`src/rtl/sfr_pkg.sv`:
```
// shared types and constants of the find-and-replace block
package sfr_pkg;

    localparam int CFG_IDX_W  = 2;
    localparam int CFG_DATA_W = 64;

    typedef logic [CFG_IDX_W-1:0] cfg_idx_t;

    // register indexes of the write port
    localparam cfg_idx_t REG_PATTERN_LEN       = 2'd0;
    localparam cfg_idx_t REG_PATTERN_BYTES     = 2'd1;
    localparam cfg_idx_t REG_REPLACEMENT_LEN   = 2'd2;
    localparam cfg_idx_t REG_REPLACEMENT_BYTES = 2'd3;

    localparam logic [3:0] REPL_MAX = 4'd8;

    // per-cell control from the sequencer
    typedef struct packed {
        logic load;
        logic shift;
        logic active;
    } cell_ctrl_t;

endpackage

```
`src/rtl/sfr_stream_if.sv`:
```
// stream channels of the find-and-replace block
interface sfr_text_if;
    logic       valid;
    logic       ready;
    logic [7:0] in_byte;
    logic       byte_present;
    logic       end_of_string;

    modport source (output valid, output in_byte, output byte_present,
                    output end_of_string, input ready);
    modport sink   (input valid, input in_byte, input byte_present,
                    input end_of_string, output ready);
endinterface

interface sfr_result_if;
    logic       valid;
    logic       ready;
    logic [7:0] out_byte;
    logic       out_present;
    logic       out_last;

    modport source (output valid, output out_byte, output out_present,
                    output out_last, input ready);
    modport sink   (input valid, input out_byte, input out_present,
                    input out_last, output ready);
endinterface

```
`src/rtl/sfr_cell.sv`:
```
// one window cell: holds a pending byte and checks it against its pattern byte
module sfr_cell
(
    input  logic               clk,
    input  sfr_pkg::cell_ctrl_t ctrl,
    input  logic [7:0]         load_byte,
    input  logic [7:0]         next_byte,
    input  logic [7:0]         pat_byte,
    input  logic               ok_in,
    output logic [7:0]         held_byte,
    output logic               ok_out
);

    logic [7:0] byte_reg;

    always_ff @(posedge clk)
    begin
        if (ctrl.load)
        begin
            byte_reg <= load_byte;
        end
        else if (ctrl.shift)
        begin
            byte_reg <= next_byte;
        end
    end

    assign held_byte = byte_reg;
    // prefix chain: inactive cells pass the verdict through
    assign ok_out    = ok_in & (~ctrl.active | (byte_reg == pat_byte));

endmodule

```
`src/rtl/stream_find_and_replace.sv`:
```
// top level of the streaming find-and-replace block
// flow: a beat is accepted in idle and checked in S_CHECK, then its results leave
//   through a registered output stage
// throughput: one result per cycle while the output is not stalled; a new beat is
//   taken only when the item before it is done
// reset: sequencer, held count and output valid cleared, registers to their reset values
module stream_find_and_replace
#(
    parameter int MAX_PATTERN = 8
)
(
    input  logic                          clk,
    input  logic                          rst_n,
    input  logic                          wr_en,
    input  sfr_pkg::cfg_idx_t             wr_index,
    input  logic [sfr_pkg::CFG_DATA_W-1:0] wr_data,
    sfr_text_if.sink                      text,
    sfr_result_if.source                  rewritten
);

    // count width: must hold MAX_PATTERN itself
    localparam int CW = $clog2(MAX_PATTERN + 1);

    typedef enum logic [2:0] {
        S_IDLE,
        S_CHECK,
        S_REPL,
        S_DROP,
        S_FLUSH,
        S_MARK
    } state_t;

    // configuration registers
    logic [3:0]  plen_reg;
    logic [63:0] pattern_reg;
    logic [3:0]  rlen_reg;
    logic [63:0] repl_reg;

    // sequencer state
    state_t        state_reg, state_next;
    logic [CW-1:0] count_reg, count_next;
    logic          end_reg, end_next;
    logic          added_reg, added_next;
    logic [2:0]    ridx_reg, ridx_next;

    // output stage
    logic       ov_reg, ov_next;
    logic [7:0] ob_reg, ob_next;
    logic       op_reg, op_next;
    logic       ol_reg, ol_next;

    logic [CW-1:0] plen_eff;
    logic [3:0]    rlen_eff;
    logic          can_emit;
    logic          accept;
    logic          shift_en;
    logic          prefix_ok;
    logic [7:0]    head_byte;

    logic [7:0]    cell_byte [MAX_PATTERN];
    logic [MAX_PATTERN:0] ok_chain;

    // pattern length as the logic sees it: zero reads as one, the top clips
    function automatic logic [CW-1:0] clamp_plen(input logic [3:0] v);
        logic [CW-1:0] r;
        if (v == 4'd0)
        begin
            r = CW'(1);
        end
        else if (32'(v) > MAX_PATTERN)
        begin
            r = CW'(MAX_PATTERN);
        end
        else
        begin
            r = v[CW-1:0];
        end
        return r;
    endfunction

    assign plen_eff = clamp_plen(plen_reg);
    assign rlen_eff = (rlen_reg > sfr_pkg::REPL_MAX) ? sfr_pkg::REPL_MAX : rlen_reg;

    // configuration writes
    always_ff @(posedge clk or negedge rst_n)
    begin
        if (!rst_n)
        begin
            plen_reg    <= 4'd1;
            pattern_reg <= '0;
            rlen_reg    <= 4'd0;
            repl_reg    <= '0;
        end
        else if (wr_en)
        begin
            case (wr_index)
                sfr_pkg::REG_PATTERN_LEN:       plen_reg    <= wr_data[3:0];
                sfr_pkg::REG_PATTERN_BYTES:     pattern_reg <= wr_data;
                sfr_pkg::REG_REPLACEMENT_LEN:   rlen_reg    <= wr_data[3:0];
                sfr_pkg::REG_REPLACEMENT_BYTES: repl_reg    <= wr_data;
                default:                        ;
            endcase
        end
    end

    // row of window cells, oldest byte in cell 0, shifting towards cell 0
    assign ok_chain[0] = 1'b1;

    for (genvar i = 0; i < MAX_PATTERN; i++)
    begin : g_cell
        sfr_pkg::cell_ctrl_t ctrl;
        logic [7:0]          nb;

        assign ctrl.load   = accept && text.byte_present &&
                             (count_reg < CW'(MAX_PATTERN)) && (count_reg == CW'(i));
        assign ctrl.shift  = shift_en;
        assign ctrl.active = (CW'(i) < count_reg);

        if (i == MAX_PATTERN - 1)
        begin : g_tail
            assign nb = 8'h00;
        end
        else
        begin : g_body
            assign nb = cell_byte[i+1];
        end

        sfr_cell u_cell
        (
            .clk       (clk),
            .ctrl      (ctrl),
            .load_byte (text.in_byte),
            .next_byte (nb),
            .pat_byte  (pattern_reg[i*8 +: 8]),
            .ok_in     (ok_chain[i]),
            .held_byte (cell_byte[i]),
            .ok_out    (ok_chain[i+1])
        );
    end

    // held bytes still form a prefix of the pattern
    assign prefix_ok = ok_chain[MAX_PATTERN];
    assign head_byte = cell_byte[0];

    assign text.ready = (state_reg == S_IDLE);
    assign accept     = text.valid && text.ready;
    // output slot free this cycle or freed by the consumer taking the beat
    assign can_emit   = !ov_reg || rewritten.ready;

    always_comb
    begin
        state_next = state_reg;
        count_next = count_reg;
        end_next   = end_reg;
        added_next = added_reg;
        ridx_next  = ridx_reg;
        ov_next    = ov_reg && !rewritten.ready;
        ob_next    = ob_reg;
        op_next    = op_reg;
        ol_next    = ol_reg;
        shift_en   = 1'b0;

        case (state_reg)
            S_IDLE:
            begin
                if (accept)
                begin
                    added_next = text.byte_present && (count_reg < CW'(MAX_PATTERN));
                    end_next   = text.end_of_string;
                    if (text.byte_present && (count_reg < CW'(MAX_PATTERN)))
                    begin
                        count_next = count_reg + CW'(1);
                    end
                    state_next = S_CHECK;
                end
                else if (wr_en && (wr_index == sfr_pkg::REG_PATTERN_LEN) &&
                         (count_reg >= clamp_plen(wr_data[3:0])))
                begin
                    // pattern length set to no more than what is held: drop the held bytes
                    count_next = '0;
                end
            end

            S_CHECK:
            begin
                if (added_reg && (count_reg == plen_eff) && prefix_ok)
                begin
                    // full match: held bytes replaced
                    count_next = '0;
                    ridx_next  = 3'd0;
                    if (rlen_eff != 4'd0)
                    begin
                        state_next = S_REPL;
                    end
                    else if (end_reg)
                    begin
                        state_next = S_MARK;
                    end
                    else
                    begin
                        state_next = S_IDLE;
                    end
                end
                else if (end_reg)
                begin
                    // at the end every held byte goes out in order
                    state_next = (count_reg != '0) ? S_FLUSH : S_MARK;
                end
                else if (added_reg && (count_reg != '0) && !prefix_ok)
                begin
                    // only a new byte releases held ones; a beat with no byte leaves them
                    state_next = S_DROP;
                end
                else
                begin
                    state_next = S_IDLE;
                end
            end

            S_REPL:
            begin
                if (can_emit)
                begin
                    ov_next = 1'b1;
                    ob_next = repl_reg[ridx_reg*8 +: 8];
                    op_next = 1'b1;
                    ol_next = end_reg && ({1'b0, ridx_reg} == (rlen_eff - 4'd1));
                    if ({1'b0, ridx_reg} == (rlen_eff - 4'd1))
                    begin
                        state_next = S_IDLE;
                    end
                    else
                    begin
                        ridx_next = ridx_reg + 3'd1;
                    end
                end
            end

            S_DROP:
            begin
                if ((count_reg != '0) && !prefix_ok)
                begin
                    // release the oldest byte until the rest is a prefix again
                    if (can_emit)
                    begin
                        ov_next    = 1'b1;
                        ob_next    = head_byte;
                        op_next    = 1'b1;
                        ol_next    = 1'b0;
                        shift_en   = 1'b1;
                        count_next = count_reg - CW'(1);
                    end
                end
                else
                begin
                    state_next = S_IDLE;
                end
            end

            S_FLUSH:
            begin
                if (can_emit)
                begin
                    ov_next    = 1'b1;
                    ob_next    = head_byte;
                    op_next    = 1'b1;
                    ol_next    = (count_reg == CW'(1));
                    shift_en   = 1'b1;
                    count_next = count_reg - CW'(1);
                    if (count_reg == CW'(1))
                    begin
                        state_next = S_IDLE;
                    end
                end
            end

            S_MARK:
            begin
                // end beat with no byte result: bare end marker
                if (can_emit)
                begin
                    ov_next    = 1'b1;
                    ob_next    = 8'h00;
                    op_next    = 1'b0;
                    ol_next    = 1'b1;
                    state_next = S_IDLE;
                end
            end

            default:
            begin
                state_next = S_IDLE;
            end
        endcase
    end

    always_ff @(posedge clk or negedge rst_n)
    begin
        if (!rst_n)
        begin
            state_reg <= S_IDLE;
            count_reg <= '0;
            end_reg   <= 1'b0;
            added_reg <= 1'b0;
            ridx_reg  <= 3'd0;
            ov_reg    <= 1'b0;
            ob_reg    <= 8'h00;
            op_reg    <= 1'b0;
            ol_reg    <= 1'b0;
        end
        else
        begin
            state_reg <= state_next;
            count_reg <= count_next;
            end_reg   <= end_next;
            added_reg <= added_next;
            ridx_reg  <= ridx_next;
            ov_reg    <= ov_next;
            ob_reg    <= ob_next;
            op_reg    <= op_next;
            ol_reg    <= ol_next;
        end
    end

    assign rewritten.valid       = ov_reg;
    assign rewritten.out_byte    = ob_reg;
    assign rewritten.out_present = op_reg;
    assign rewritten.out_last    = ol_reg;

endmodule

```
`src/flat_wrapper.sv`:
```
// flat-port wrapper written by rule: the top's interface ports become plain ports
module stream_find_and_replace_flat 
#(
    parameter int MAX_PATTERN = 8
)
  (clk, rst_n, wr_en, wr_index, wr_data, text_valid, text_in_byte, text_byte_present, text_end_of_string, text_ready, rewritten_valid, rewritten_out_byte, rewritten_out_present, rewritten_out_last, rewritten_ready);
  sfr_text_if text_i ();
  sfr_result_if rewritten_i ();
  input  logic clk;
  input  logic rst_n;
  input  logic wr_en;
  input  sfr_pkg::cfg_idx_t wr_index;
  input  logic [sfr_pkg::CFG_DATA_W-1:0] wr_data;
  input wire logic [$bits(text_i.valid)-1:0] text_valid;
  input wire logic [$bits(text_i.in_byte)-1:0] text_in_byte;
  input wire logic [$bits(text_i.byte_present)-1:0] text_byte_present;
  input wire logic [$bits(text_i.end_of_string)-1:0] text_end_of_string;
  output wire logic [$bits(text_i.ready)-1:0] text_ready;
  output wire logic [$bits(rewritten_i.valid)-1:0] rewritten_valid;
  output wire logic [$bits(rewritten_i.out_byte)-1:0] rewritten_out_byte;
  output wire logic [$bits(rewritten_i.out_present)-1:0] rewritten_out_present;
  output wire logic [$bits(rewritten_i.out_last)-1:0] rewritten_out_last;
  input wire logic [$bits(rewritten_i.ready)-1:0] rewritten_ready;
  assign text_i.valid = text_valid;
  assign text_i.in_byte = text_in_byte;
  assign text_i.byte_present = text_byte_present;
  assign text_i.end_of_string = text_end_of_string;
  assign text_ready = text_i.ready;
  assign rewritten_valid = rewritten_i.valid;
  assign rewritten_out_byte = rewritten_i.out_byte;
  assign rewritten_out_present = rewritten_i.out_present;
  assign rewritten_out_last = rewritten_i.out_last;
  assign rewritten_i.ready = rewritten_ready;
  stream_find_and_replace #(.MAX_PATTERN(MAX_PATTERN)) u_core (.clk(clk), .rst_n(rst_n), .wr_en(wr_en), .wr_index(wr_index), .wr_data(wr_data), .text(text_i), .rewritten(rewritten_i));
endmodule
```
`config.mk`:
```
export PLATFORM = sky130hd
export DESIGN_NAME = stream_find_and_replace_flat
export DESIGN_NICKNAME = d
export VERILOG_FILES = /design/src/rtl/sfr_pkg.sv /design/src/rtl/sfr_stream_if.sv /design/src/rtl/sfr_cell.sv /design/src/rtl/stream_find_and_replace.sv /design/src/flat_wrapper.sv
export SDC_FILE = /design/constraint.sdc
export NUM_CORES = 1
export LEC_CHECK = 0
export ABC_CLOCK_PERIOD_IN_PS = 8100
export BUFFER_PORTS_ARGS = -buffer_cell sky130_fd_sc_hd__buf_2
export CAP_MARGIN = 20
export CORE_AREA = 5 5 171 173
export CTS_BUF_LIST = sky130_fd_sc_hd__clkbuf_8
export CTS_CLUSTER_DIAMETER = 60
export DETAILED_ROUTE_END_ITERATION = 16
export DIE_AREA = 0 0 176 178
export GPL_TIMING_DRIVEN = 0
export MAX_ROUTING_LAYER = met4
export PLACE_DENSITY_LB_ADDON = 0.25
export SYNTH_ARGS = -nofsm -noshare
export SYNTH_HDL_FRONTEND = slang
export SYNTH_HIERARCHICAL = 1
export SYNTH_SLANG_ARGS = --single-unit
```
`constraint.sdc`:
```
create_clock -name clk -period 8.1 [get_ports clk]
set_clock_uncertainty 0.05 [all_clocks]
set_input_delay 0.405 -clock clk [delete_from_list [all_inputs] [get_ports clk]]
set_output_delay 0.405 -clock clk [all_outputs]
set_load 0.005 [all_outputs]
```
# Word level (Yosys, flattened, before mapping)
# Index checks and enable logic that the tools add are counted.
# word_totals
regBits	223
latch_bits	0
inputBits	81
elab_cells	225
output_inout_bits	12
ram_bits	0
memories	0
romBits	0
# op_classes
bitwise_logic	23
eq_ne	38
n_lt_le_gt_ge	13
n_mul	0
n_shift	1
mux	68
n_div	0
n_reduce_logical	57
n_addsub	4
# ops
operator	n
two-way mux 8 bit	20
== test 8 bit	8
variable part select 64 x 7 -> 8 bit	1
two-way mux 4 bit	13
two-way mux 3 bit	14
one-hot mux 8 bit (4 select lines)	1
logical AND 1 bit	21
one-hot mux 3 bit (6 select lines)	1
nonzero test 2 bit	9
== test 4 x 3 -> 1 bit (second input constant)	4
< comparator 3 x 4 -> 1 bit (first input constant)	4
!= test 2 x 1 -> 1 bit (second input constant)	8
one-hot mux 4 bit (4 select lines)	1
nonzero test 4 bit	4
greater-than comparator 4 bit (second input constant)	3
logical NOT 4 bit	3
two-way mux 1 bit	12
AND reduction 2 bit	5
== test 4 x 2 -> 1 bit (second input constant)	2
< comparator 1 x 4 -> 1 bit (first input constant)	2
< comparator 2 x 4 -> 1 bit (first input constant)	2
NOT 1 bit	8
OR 1 bit	8
AND reduction 4 bit	2
other kinds (32)	48

# Depth between registers and ports, before layout
# Gate-level depths: netlist of the first run.
# logic_depth
ltp_word	16
depth_mapped	19
mapped_depth_nobuf	18

# Modules after synthesis
# Netlist of the first run, hierarchy kept.
# modules_own_cells
module	seq_area_each_um2	area_each_um2	n_inst	cells_per_inst
stream_find_and_replace	3980.1	7359.6	1	547
sfr_cell	240.2	435.4	8	30

# Worst setup path before layout of the first run
# No wires, ideal clock.
# synth_path
path_kind	register to register
start	reg u_core.count_reg[0]
end	reg u_core.count_reg[3]
path_slack_ps	4798
required_ps	7925
t_arrival_ps	3127
setup_time_ps	125
path_buffers	0
path_stages_with_launch	19
period_less_slack_ps	3302
cell_sequence	dfrtp_1 inv_1 ha_1 nor3b_2 inv_1 o21ai_1 and2_1 and2_1 and2_1 and2_1 and2_1 and2_1 and2_1 and2_1 nand2_1 a221oi_2 nand4_4 a211oi_4 mux2_4
# synth_rtl
item	line	source
from (decl)	stream_find_and_replace.sv:41	logic [CW-1:0] count_reg, count_next;
from (signal assigned)	stream_find_and_replace.sv:314	count_reg <= count_next;

==> summary.txt, run 1 <==
run status: finished, final reports clean
DR iter-0 viols: 472
fin cells: 1,303
Crit. End Element: register
setup bufs post-CTS: 0
Hold Path Depth: 3
vias in the first global route: 7,053
full die area: 0.03133 mm2
Syn Area/Cell: 13.78 um2
Worst-path clk slew: 60 ps
power share of the clock group: 0.268
placed instance area: 0.01180 mm2
Antenna Cells: 0
hold_sp: text_end_of_string
io pins: 93
min Tclk post-route: 4539 ps
antenna-violating nets left: 0
synth warn: 6
FF/Latch Area: 0.005902 mm2
multi-input logic area: 0.004743 mm2
Int Power: 2543 uW
FF-to-FF setup slack: 3560 ps
net switching power: 1261 uW
Flop pwr share: 0.425
DP HPWL: 21,390 um
Pleak: 0.005170 uW
FF-to-FF End: u_core/g_cell[4].u_cell/held_byte[6]
placed cells: 1,233
Yosys reg bits: 223
CP Class: reg2reg
CTS Root Cell: clkbuf_8
CP Data Arrival Time: 4710 ps
final hold violations: 0
Peak VDD IR: 110.9 uV
Combinational Power Share: 0.307
clock sink count: 223
# rows: 61
share of cells above drive strength 1: 0.4127
Net Sw Frac: 0.3315
DR DRC count: 0
total grt overflow: 0
Slew Limit Fails: 0
Yosys cell types: 63
Max FO, Critical Path: 9
Layout area overhead: 15.95%
CTS tree: built
Setup Viol. Count Final: 0
Final Instance Area: 0.01257 mm2
synthesized area: 0.01084 mm2
FMAX: 220.3 MHz
register area share after synthesis: 0.5443
Die Ht: 178 um
cells after synthesis: 787
Req. time, crit path: 8270 ps
CP Launch Type: register
TritonCTS buffer count: 39
H-tree levels: 2
Max-Cap Viols: 0
Port Buffer Count: 92
first-pass GRT wire length: 42,980 um
Initial Util: 0.3946
power density cells: 302.5 mW/mm2
Worst R2R Start: u_core/count_reg[1]
Max-slew headroom: 0.4109
WL/cell: 21.82 um
Post-synth ARST share: 0.7130
RSZ-0062 raised after global routing: false
Die Wd: 176 um
worst hold path class: in2reg
Placement Setup Slack: 3620 ps
crit share post-route: 0.5603
Least-Margin Pin Slew: 883.7 ps
Total Wirelength: 28,430 um
via density per instance: 5.233
Core Area: 0.02748 mm2
initial antenna violation count: 0
Final Wtd Congestion: 0.8882
number of synthesized flops with an enable pin: 64
Hold Path End: u_core/end_reg
post-CTS sizing: 0
Vias: 6,818
Pre-antenna DRT Iters: 7
fill count: 2,556
final worst slack: 3561 ps
worst hold slack: 52.67 ps
setup TNS: 0 ps
clk_lat worst skew: 540 ps
largest net degree at the start of global routing: 102
Max clock buf depth: 3
Top FF cell, synth: dfrtp_1
gr usage total: 0.1880
NumNets Final: 1,020
worst-case reg-to-reg path depth: 17
how the worst max path moves through the flow:
stage | start | endpoint | slack (ps) | cells after the start
after floorplan | u_core/count_reg[0] | u_core/count_reg[3] | 4800 | 18
after global placement | u_core/count_reg[1] | u_core/g_cell[4].u_cell/held_byte[6] | 3620 | 17
after detailed placement | u_core/count_reg[0] | u_core/g_cell[4].u_cell/held_byte[0] | 3620 | 17
after CTS | u_core/count_reg[0] | u_core/g_cell[4].u_cell/held_byte[7] | 3610 | 17
after global routing | u_core/count_reg[0] | u_core/g_cell[4].u_cell/held_byte[4] | 3400 | 17
final | u_core/count_reg[1] | u_core/g_cell[4].u_cell/held_byte[6] | 3560 | 17
through the flow:
step           utilization  total power (uW)
6_report            0.4576              3804
5_1_grt             0.4576              4024
2_1_floorplan            -              2403
4_1_cts             0.4576              3842
3_3_place_gp        0.4281              2787
3_5_place_dp        0.4295              2807
power by group through the flow:
| stage | clock (uW) | combinational, uW | sequential (uW) |
|---|---|---|---|
| floorplan | 0 | 840 | 1560 |
| global placement | 0 | 1160 | 1630 |
| detailed placement | 0 | 1170 | 1640 |
| CTS | 1050 | 1180 | 1620 |
| global route | 1100 | 1280 | 1640 |
| finish | 1020 | 1170 | 1620 |
layout make-up:
| type | instances | share of cell area |
|---|---|---|
| inverters | 14 | 0.004180 |
| clock buffers | 44 | 0.04817 |
| clock inverters | 25 | 0.01244 |
| repair buffers | 94 | 0.04041 |
| multi-input cells | 521 | 0.3773 |
| plain buffers | 36 | 0.01363 |
| flip-flops and latches | 223 | 0.4694 |
| well taps | 346 | 0.03443 |
cell usage in the layout (no fill, tap or decap), types with 10 or more instances in the layout:
cell and instances:
mux2_2 196, nor2_1 20, o21ai_1 17, mux4_2 16, ha_1 10, mux2i_1 12
a21oi_1 11, o21ai_0 14, edfxtp_1 64, and2_1 11, nand2_1 29, inv_1 33
xnor2_1 65, clkbuf_1 14, buf_2 111, clkbuf_8 44, dfrtp_1 158, nand4_1 16
critical path: stages, from the launching register on:
cell,delay (ps)
dfrtp_1,560
inv_1,180
ha_1,280
nor3b_2,210
inv_1,190
o21ai_1,90
and2_1,170
and2_1,150
and2_1,130
and2_1,150
and2_1,130
and2_1,130
and2_1,120
and2_1,190
nor2_1,270
nand3_1,110
a21oi_1,710
or2_2,390
synth_stat cells (all sizes together) (2+ instances only):
master / n / area share
mux2: 197 / 0.20
dfrtp: 158 / 0.36
xnor2: 65 / 0.053
edfxtp: 64 / 0.18
o21ai: 31 / 0.014
nand2: 29 / 0.010
buf: 22 / 0.011
nor2: 20 / 0.0069
nand4: 17 / 0.011
mux4: 16 / 0.033
clkbuf: 14 / 0.0048
inv: 14 / 0.0048
mux2i: 12 / 0.011
a21oi: 11 / 0.0051
and2: 11 / 0.0063
ha: 10 / 0.012
nor2b: 9 / 0.0052
nand2b: 8 / 0.0046
or2: 8 / 0.0046
a21o: 4 / 0.0028
nand3b: 4 / 0.0028
nor3: 4 / 0.0018
nor3b: 4 / 0.0037
a221oi: 3 / 0.0030
a2bb2oi: 3 / 0.0024
a31oi: 3 / 0.0023
and3: 3 / 0.0017
and4: 3 / 0.0024
nand3: 3 / 0.0014
a211oi: 2 / 0.0025
a21boi: 2 / 0.0014
a31o: 2 / 0.0016
a32oi: 2 / 0.0016
conb: 2 / 0.00069
nor4: 2 / 0.0012
o21a: 2 / 0.0014
o22a: 2 / 0.0016
o22ai: 2 / 0.0012
o32a: 2 / 0.0018
or3: 2 / 0.0012
xor2: 2 / 0.0016
kinds of logic (layout without fill, tap and decap cells):
logic type,after synthesis,in the layout,share of synthesized area
muxes,225,225,0.2493
DFF,223,223,0.5443
and+or+nand+nor,130,130,0.06739
AOI/OAI and AO/OA,80,80,0.05204
xor gates and xnor gates,67,67,0.05412
buffers and inverters,50,213,0.02066
adders and majority gates,10,10,0.01154
other,2,9,0.0006926
routing by layer:
metal | up-vias | part of all wire | global-route usage
met5 | - | 0 | -
li1 | 3180 | - | -
met3 | 40 | 0.037 | 0.02989
met4 | 0 | 0.026 | 0.05718
met1 | 3448 | 0.48 | 0.2618
met2 | 150 | 0.46 | 0.2867
what timing repair did:
item,in CTS,in global routing
hold buffers,1,0
setup endpoints to repair,0,0
endpoints found under the hold margin,58,0
No activity file was read; power rests on OpenSTA's default activity.
==> run 2: changes to the inputs <==
Settings changed: ABC_CLOCK_PERIOD_IN_PS 8100 to 4500.
Clock period 8.1 ns to 4.5 ns, I/O delays scaled along.
==> summary.txt, run 2 (synthesis results as in run 1) <==
Max-slew headroom: 0.4954 (+0.08448)
fin cells: 1,368 (+5.0%)
antenna-violating nets left: 0 (unchanged)
Port Buffer Count: 92 (unchanged)
Setup Viol. Count Final: 0 (unchanged)
final worst slack: 273.1 ps (-3288 ps)
Max-Cap Viols: 0 (unchanged)
Max FO, Critical Path: 9 (unchanged)
met3 wire len: 1117 um (+5.8%)
via density per instance: 5.173 (-1.1%)
commonest non-fill, non-tap cell in the layout: mux2_2
clock sink count: 223 (unchanged)
placed instance area: 0.01180 mm2 (unchanged)
CTS Root Cell: clkbuf_8
CP Launch Type: register
run status: finished, final reports clean
Antenna Cells: 0 (unchanged)
full die area: 0.03133 mm2 (unchanged)
min Tclk post-route: 4227 ps (-311.8 ps)
clk_lat worst skew: 540 ps (about the same)
share of cells above drive strength 1: 0.3875 (-0.02527)
Buf/Inv on CP: 2 (unchanged)
power density cells: 521.8 mW/mm2 (+72%)
Worst path max stage delay: 560 ps (-150 ps)
FMAX: 236.6 MHz (+7.4%)
met2 WL post-DR: 13,320 um (+2.5%)
Worst-path clk slew: 60 ps (about the same)
initial antenna violation count: 0 (unchanged)
crit share post-route: 0.9393 (+0.3790)
most frequent cells in the layout: mux2_2 (196), dfrtp_1 (158), buf_2 (111), dlygate4sd3_1 (66), xnor2_1 (65)
NumNets Final: 1,085 (+6.4%)
setup TNS: 0 ps (unchanged)
critical-path cell list: inv_1, ha_1, nor3b_4, inv_1, o21ai_1, and2_1, and2_1, and2_1, and2_1, and2_1, and2_1, and2_1, and2_1, nor2_1, nand3_1, a21oi_2, or2_2
Top cell by count, worst path: and2_1
DR iter-0 viols: 496 (+5.1%)
RSZ-0062 raised after global routing: false
Core Area: 0.02748 mm2 (unchanged)
WL/cell: 21.20 um (-2.8%)
Req. time, crit path: 4680 ps (-3590 ps)
Die Wd: 176 um (unchanged)
setup bufs post-CTS: 0 (unchanged)
Pre-antenna DRT Iters: 5 (-2)
TritonCTS buffer count: 39 (unchanged)
Initial Util: 0.3946 (unchanged)
largest net degree at the start of global routing: 102 (unchanged)
total grt overflow: 0 (unchanged)
worst hold path class: in2reg
gr usage total: 0.1919 (+0.003896)
Layout area overhead: 22.04%
Total Wirelength: 29,000 um (+2.0%)
M1 WL: 13,840 um (+1.6%)
# rows: 61 (unchanged)
Crit. End Element: register
Least-Margin Pin Slew: 756.9 ps (-126.7 ps)
vias in the first global route: 7,363 (+4.4%)
Final Instance Area: 0.01323 mm2 (+5.3%)
Pleak: 0.005443 uW (+5.3%)
DP HPWL: 21,390 um (unchanged)
Vias: 7,076 (+3.8%)
io pins: 93 (unchanged)
highest routed metal layer: met4
slowest library cell on the worst path: dfrtp_1
DR DRC count: 0 (unchanged)
Top delay family on crit path: simple AND/OR/NAND/NOR gates
Die Ht: 178 um (unchanged)
first-pass GRT wire length: 44,100 um (+2.6%)
Final Wtd Congestion: 0.8882 (unchanged)
H-tree levels: 2 (unchanged)
CTS tree: built
Max clock buf depth: 3 (unchanged)
final hold violations: 0 (unchanged)
placed cells: 1,233 (unchanged)
Placement Setup Slack: 19.62 ps (-3600 ps)
CP Data Arrival Time: 4400 ps (-310 ps)
Layout Utilization: 0.4816 (+0.02404)
Slew Limit Fails: 0 (unchanged)
Peak VDD IR: 200.5 uV (+81%)
CP Class: reg2reg
[run 2: path summary, 6_finish.rpt]
kind,from,end,slack [ps],depth (start not counted)
setup / recovery,u_core/count_reg[1],u_core/g_cell[4].u_cell/held_byte[6],270,17
hold / removal,wr_index[0],u_core/plen_reg[2],50,3
setup reg to reg,u_core/count_reg[1],u_core/g_cell[4].u_cell/held_byte[6],270,17
hold reg to reg,u_core/rewritten.out_byte[1],u_core/rewritten.out_byte[1],440,2
max in group asynchronous,rst_n,u_core/repl_reg[62],3360,3
min in group asynchronous,rst_n,u_core/rewritten.out_byte[5],170,2
[run 2: tightest hold or removal path: stages]
cell and delay [ps]:
buf_2 110, nor3b_2 100, o21ai_0 140
[run 2: layout make-up]
cell class,count,area [um2]
Tap cell,346,432.9
Fill cell,2499,14240
Clock inverter,25,156.4
Clock buffer,44,605.6
Inverter,14,52.55
Timing Repair Buffer,159,1159
Sequential cell,223,5902
Multi-Input combinational cell,521,4753
Buffer,36,171.4
[run 2: timing repair]
item / in CTS / in global routing
hold endpoints to repair: 186 / 0
endpoints found under the setup margin: 0 / 65
resized for setup: 0 / 2
hold buffers: 66 / 0
[run 2: routing by layer]
layer / GRT usage / vias up
met2: 0.2973 / 161
met1: 0.2656 / 3572
met3: 0.02883 / 42
met4: 0.05523 / 0
li1: - / 3301
met5: - / -
[run 2: report_power, final]
| group | internal, uW | switching (uW) |
|---|---|---|
| Sequential | 2570 | 343 |
| Combinational | 1040 | 1120 |
| Clock | 1010 | 825 |
| Total | 4620 | 2280 |
[run 2: through the flow]
step / total power, uW / hold slack (ps)
detailed placement: 5052 / 147.1
CTS: 6959 / 22.47
finish: 6904 / 47.31
global route: 7300 / 45.48
floorplan: 4326 / -120.6
global placement: 5016 / 414.4
